`src/design/lsm_pkg.sv`:
```
`default_nettype none
package lsm_pkg;

  localparam int MAX_PATTERN_DEF = 32;
  localparam int PAT_REGS        = 4;
  localparam int CFG_IDX_W       = 3;
  localparam int CFG_DATA_W      = 64;
  localparam int LEN_W           = 6;

  typedef enum logic [CFG_IDX_W-1:0] {
    REG_PAT_0_7   = 3'd0,
    REG_PAT_8_15  = 3'd1,
    REG_PAT_16_23 = 3'd2,
    REG_PAT_24_31 = 3'd3,
    REG_PAT_LEN   = 3'd4,
    REG_IGN_CASE  = 3'd5
  } cfg_reg_e;

  typedef struct packed {
    logic [7:0] text_byte;
    logic       line_end;
  } lsm_in_t;

  typedef struct packed {
    logic        line_matched;
    logic [31:0] line_number;
  } lsm_out_t;

  typedef logic [PAT_REGS-1:0][CFG_DATA_W-1:0] pat_regs_t;

  function automatic logic [7:0] fold(input logic [7:0] b, input logic ic);
    logic [7:0] r;
    r = b;
    if (ic && b >= 8'h41 && b <= 8'h5A) begin
      r = b + 8'h20;
    end
    return r;
  endfunction

  function automatic logic [7:0] pat_byte(input pat_regs_t regs, input logic [4:0] idx);
    return regs[idx[4:3]][{idx[2:0], 3'b000} +: 8];
  endfunction

endpackage
`default_nettype wire

```
`src/design/lsm_cell.sv`:
```
`default_nettype none
module lsm_cell (
  input  wire logic       clk,
  input  wire logic       rst_n,
  input  wire logic       shift,
  input  wire logic [7:0] prev_byte,
  input  wire logic       prev_vld,
  input  wire logic [7:0] pat,
  input  wire logic       en,
  input  wire logic       ign_case,
  output logic      [7:0] byte_o,
  output logic            vld_o,
  output logic            hit
);
  import lsm_pkg::*;

  logic [7:0] byte_r;
  logic [7:0] byte_nxt;
  logic       vld_r;
  logic       vld_nxt;

  always_comb begin
    byte_nxt = byte_r;
    vld_nxt  = vld_r;
    if (shift) begin
      byte_nxt = prev_byte;
      vld_nxt  = prev_vld;
    end
  end

  always_ff @(posedge clk) begin
    byte_r <= byte_nxt;
    if (!rst_n) begin
      vld_r <= 1'b0;
    end else begin
      vld_r <= vld_nxt;
    end
  end

  assign byte_o = byte_r;
  assign vld_o  = vld_r;
  assign hit    = !en || (vld_r && (fold(byte_r, ign_case) == fold(pat, ign_case)));

endmodule
`default_nettype wire

```
`config.mk`:
```
export PLATFORM = sky130hd
export DESIGN_NAME = lsm_cell
export DESIGN_NICKNAME = d
export VERILOG_FILES = /design/src/design/lsm_pkg.sv /design/src/design/lsm_cell.sv
export SDC_FILE = /design/constraint.sdc
export NUM_CORES = 1
export LEC_CHECK = 0
export BUFFER_PORTS_ARGS = -buffer_cell sky130_fd_sc_hd__buf_2
export CAP_MARGIN = 20
export CORE_AREA = 2 2 40 42
export CTS_CLUSTER_DIAMETER = 80
export DETAILED_ROUTE_END_ITERATION = 16
export DIE_AREA = 0 0 42 44
export PLACE_DENSITY_LB_ADDON = 0.05
export SLEW_MARGIN = 20
export SYNTH_ARGS = -nofsm -noshare
export SYNTH_HDL_FRONTEND = slang
export SYNTH_SLANG_ARGS = --single-unit
```
`constraint.sdc`:
```
create_clock -name clk -period 2.59 [get_ports clk]
set_clock_uncertainty 0.05 [all_clocks]
set_input_delay 0.1295 -clock clk [delete_from_list [all_inputs] [get_ports clk]]
set_output_delay 0.1295 -clock clk [all_outputs]
set_load 0.005 [all_outputs]
```
==> flow_summary.json <==
{
  "clkPwrFrac": 0.283,
  "cts-buffers-inserted": 3,
  "portBuffers": 31,
  "synth.distinct_cells": 20,
  "h-tree-depth": 1,
  "grt_overflow": 0,
  "worst_path_max_delay_cell": "edfxtp_1",
  "worst_r2r_startpoint": "vld_o$_SDFFE_PN0P_",
  "worstSetupPathType": "flip-flop to output pin",
  "grt_util_all_layers": 0.132,
  "holdPathStages": 2,
  "worstReg2RegEnd": "vld_o$_SDFFE_PN0P_",
  "synth-async-reset-ratio": 0,
  "ctsHoldBuffers": 8,
  "first_iter_violations": 4,
  "drive_above_1_share": 0.409,
  "syn_area_um2": 538,
  "postLayoutCellArea_um2": 820,
  "n_fill_cell": 126,
  "final_max_slew_viol_count": 0,
  "grt_max_degree": 10,
  "synthTopCellsByCount": "8 x edfxtp_1, 7 x xor2_1",
  "clk_latency_ns": 0.25,
  "fin_crit_sh": 0.784,
  "holdPathEnd": "vld_o$_SDFFE_PN0P_",
  "synth_area_leaders": "edfxtp_1 45%, xor2_1 11%, mux2i_1 5.6%, xnor2_1 4.9%, ha_1 4.7%",
  "initial_utilization": 0.379,
  "vdd_drop_max_uv": 290,
  "drcViolationCount": 0,
  "max-clock-path-buffers": 2,
  "die_w_um": 42,
  "critPathCaptureType": "output pin",
  "nets": 113,
  "cts_tree": "done",
  "worst_pin_slew_ns": 0.298,
  "crit_chain": "nor3_1 -> nand2_1 -> nand3_1 -> mux2i_1 -> xor2_1 -> o41ai_2 -> buf_2",
  "viasPerCell": 4.73,
  "worstPathArrival_ns": 1.85,
  "regArea_um2": 260,
  "hold_path.startpoint": "rst_n",
  "grt_pass1_vias": 470,
  "totalWireLength_mm": 1.08,
  "route.vias.total": 492,
  "synth_most_common_cell": "edfxtp_1",
  "worstPathRequired_ns": 2.41,
  "die_h_um": 44,
  "netlist_instances": 45,
  "pin_count": 32,
  "reg2reg_depth": 2,
  "cp_max_fo": 4,
  "switching_share": 0.242,
  "multi_input_area_um2": 278,
  "syn_to_final_growth_pct": 52.3,
  "maxCapViolations": 0,
  "path_clk_slew_ns": 0.06,
  "yosysSeqAreaShare": 0.484,
  "gp_congestion": 0.742,
  "diodes": 0,
  "powerDensity_nw_per_um2": 444,
  "synth_warnings": 0,
  "slowest_delay_ns": 0.45,
  "finalHoldViolations": 0,
  "grt_pass1_wl_mm": 1.79,
  "muxShareOfSynthArea": 0.0558,
  "dieArea_um2": 1850,
  "max_slew_margin": 0.799,
  "rsz0062_at_grt": "false",
  "synth_xor_area_frac": 0.163,
  "place_area_um2": 713,
  "num_rows": 14,
  "leakagePower_uw": 0.000366,
  "synthSimpleGateAreaFrac": 0.149,
  "fmax_ghz": 0.493,
  "pwr-share-seq": 0.501,
  "synthFlopType": "edfxtp_1",
  "rrSetupSlack_ns": 1.94,
  "grt_antenna_before_repair": 0,
  "yosysTopAreaCell": "edfxtp_1",
  "synth_edf_count": 8,
  "ant_nets": 0,
  "fin_crit_ns": 2.03,
  "tns_ns": 0,
  "startpoint_type": "flip-flop",
  "status": "complete, no violations",
  "p_sw_uw": 88.2,
  "internal-power_uw": 276,
  "clockRootBuffer": "clkbuf_4",
  "cts_setup_buffers": 0,
  "ys_ff_latch": 9,
  "cts.sinks": 9,
  "synth_fa_ha_area_frac": 0.0465,
  "first_pass_iters": 2,
  "cts.repair.resized": 0,
  "syn_nets": 69,
  "wl_per_cell_um": 10.4,
  "fp.coreArea_um2": 1420,
  "hold_class": "input pin to flip-flop",
  "power_frac_comb": 0.216,
  "syn_area_per_cell_um2": 12.0,
  "synth_top_family_by_area": "XOR/XNOR gates",
  "synth_top_area_frac": 0.447,
  "synth_compound_area_frac": 0.102,
  "setup_viol": 0
}
[per-stage QoR]
stage | setup slack (ns) | util | std cells | hold slack, ns | total power, µW
floorplan | 0.956 | - | 45 | 0.178 | 218
global placement | 0.706 | 0.503 | 92 | 0.256 | 256
detailed placement | 0.668 | 0.503 | 92 | 0.258 | 256
CTS | 0.529 | 0.578 | 104 | 0.0271 | 368
global route | 0.347 | 0.578 | 104 | 0.0579 | 387
finish | 0.560 | 0.578 | 104 | 0.0332 | 364
[logic make-up after synthesis]
family                   after synthesis
AND/OR/NAND/NOR                       15
XOR/XNOR                              10
flip-flops                             9
AO/OA/AOI/OAI                          6
multiplexers                           3
adder cells (fa/ha/maj)                2
[sequential cells by signal (all words and copies together), names as in the netlist]
register  count
byte_o        8
vld_o         1
[cells in the final DEF (no fill, tap or decap)]
cell type	Yosys	routed
nand3_1	3	3
a31oi_2	1	1
nor4bb_1	1	1
xor2_1	7	7
nand2_1	3	3
buf_2	0	31
clkbuf_4	0	3
a31oi_1	1	1
edfxtp_1	8	8
ha_1	2	2
o21ai_1	1	1
xnor2_1	3	3
or4_1	1	1
nand4_1	1	1
dfxtp_1	1	1
nor4_1	1	1
nor2b_1	1	1
mux2i_1	3	3
nor3_1	2	2
a21o_1	2	2
clkbuf_1	0	1
o41ai_2	1	1
nor2_1	2	2
dlygate4sd3_1	0	8
[worst max-delay path: cells and delay by family, from the launching register on]
kind                   cells  cell delay [ns]
multiplexers               1             0.22
AND/OR/NAND/NOR            3             0.42
buffers and inverters      1             0.15
XOR/XNOR                   1             0.10
AO/OA/AOI/OAI              1             0.26
flip-flops                 1             0.45
[power by group through the flow]
stage	Sequential, µW	Clock [µW]	Combinational, µW
global route	185	115	88.3
detailed placement	186	0	70.3
finish	182	103	78.8
global placement	186	0	69.8
CTS	183	105	79.4
floorplan	185	0	33.1
[metal layers]
layer  up-vias  share of wire  wire length (µm)  GRT usage
met1       215           0.38               412      0.123
met3         2          0.050                54     0.0125
li1        256              -                 -          -
met4         0          0.019                21     0.0968
met2        19           0.55               596      0.263
met5         -              0                 0          0
[worst max-delay path by stage]
stage           to  slack (ns)  depth (start not counted)           startpoint
6_report       hit        0.56                          7  byte_o[4]$_DFFE_PP_
2_1_floorplan  hit        0.96                          6               pat[4]
4_1_cts        hit        0.53                          6  byte_o[5]$_DFFE_PP_
3_3_place_gp   hit        0.71                          8               pat[4]
3_5_place_dp   hit        0.67                          8               pat[4]
5_1_grt        hit        0.35                          6  byte_o[5]$_DFFE_PP_
[area by class of cell]
type / count / share of cell area
flip-flops and latches: 9 / 0.318
multi-input cells: 36 / 0.339
well taps: 16 / 0.0244
repair buffers: 39 / 0.287
clock buffers: 4 / 0.0321
Power figures use the tool's default switching activity.
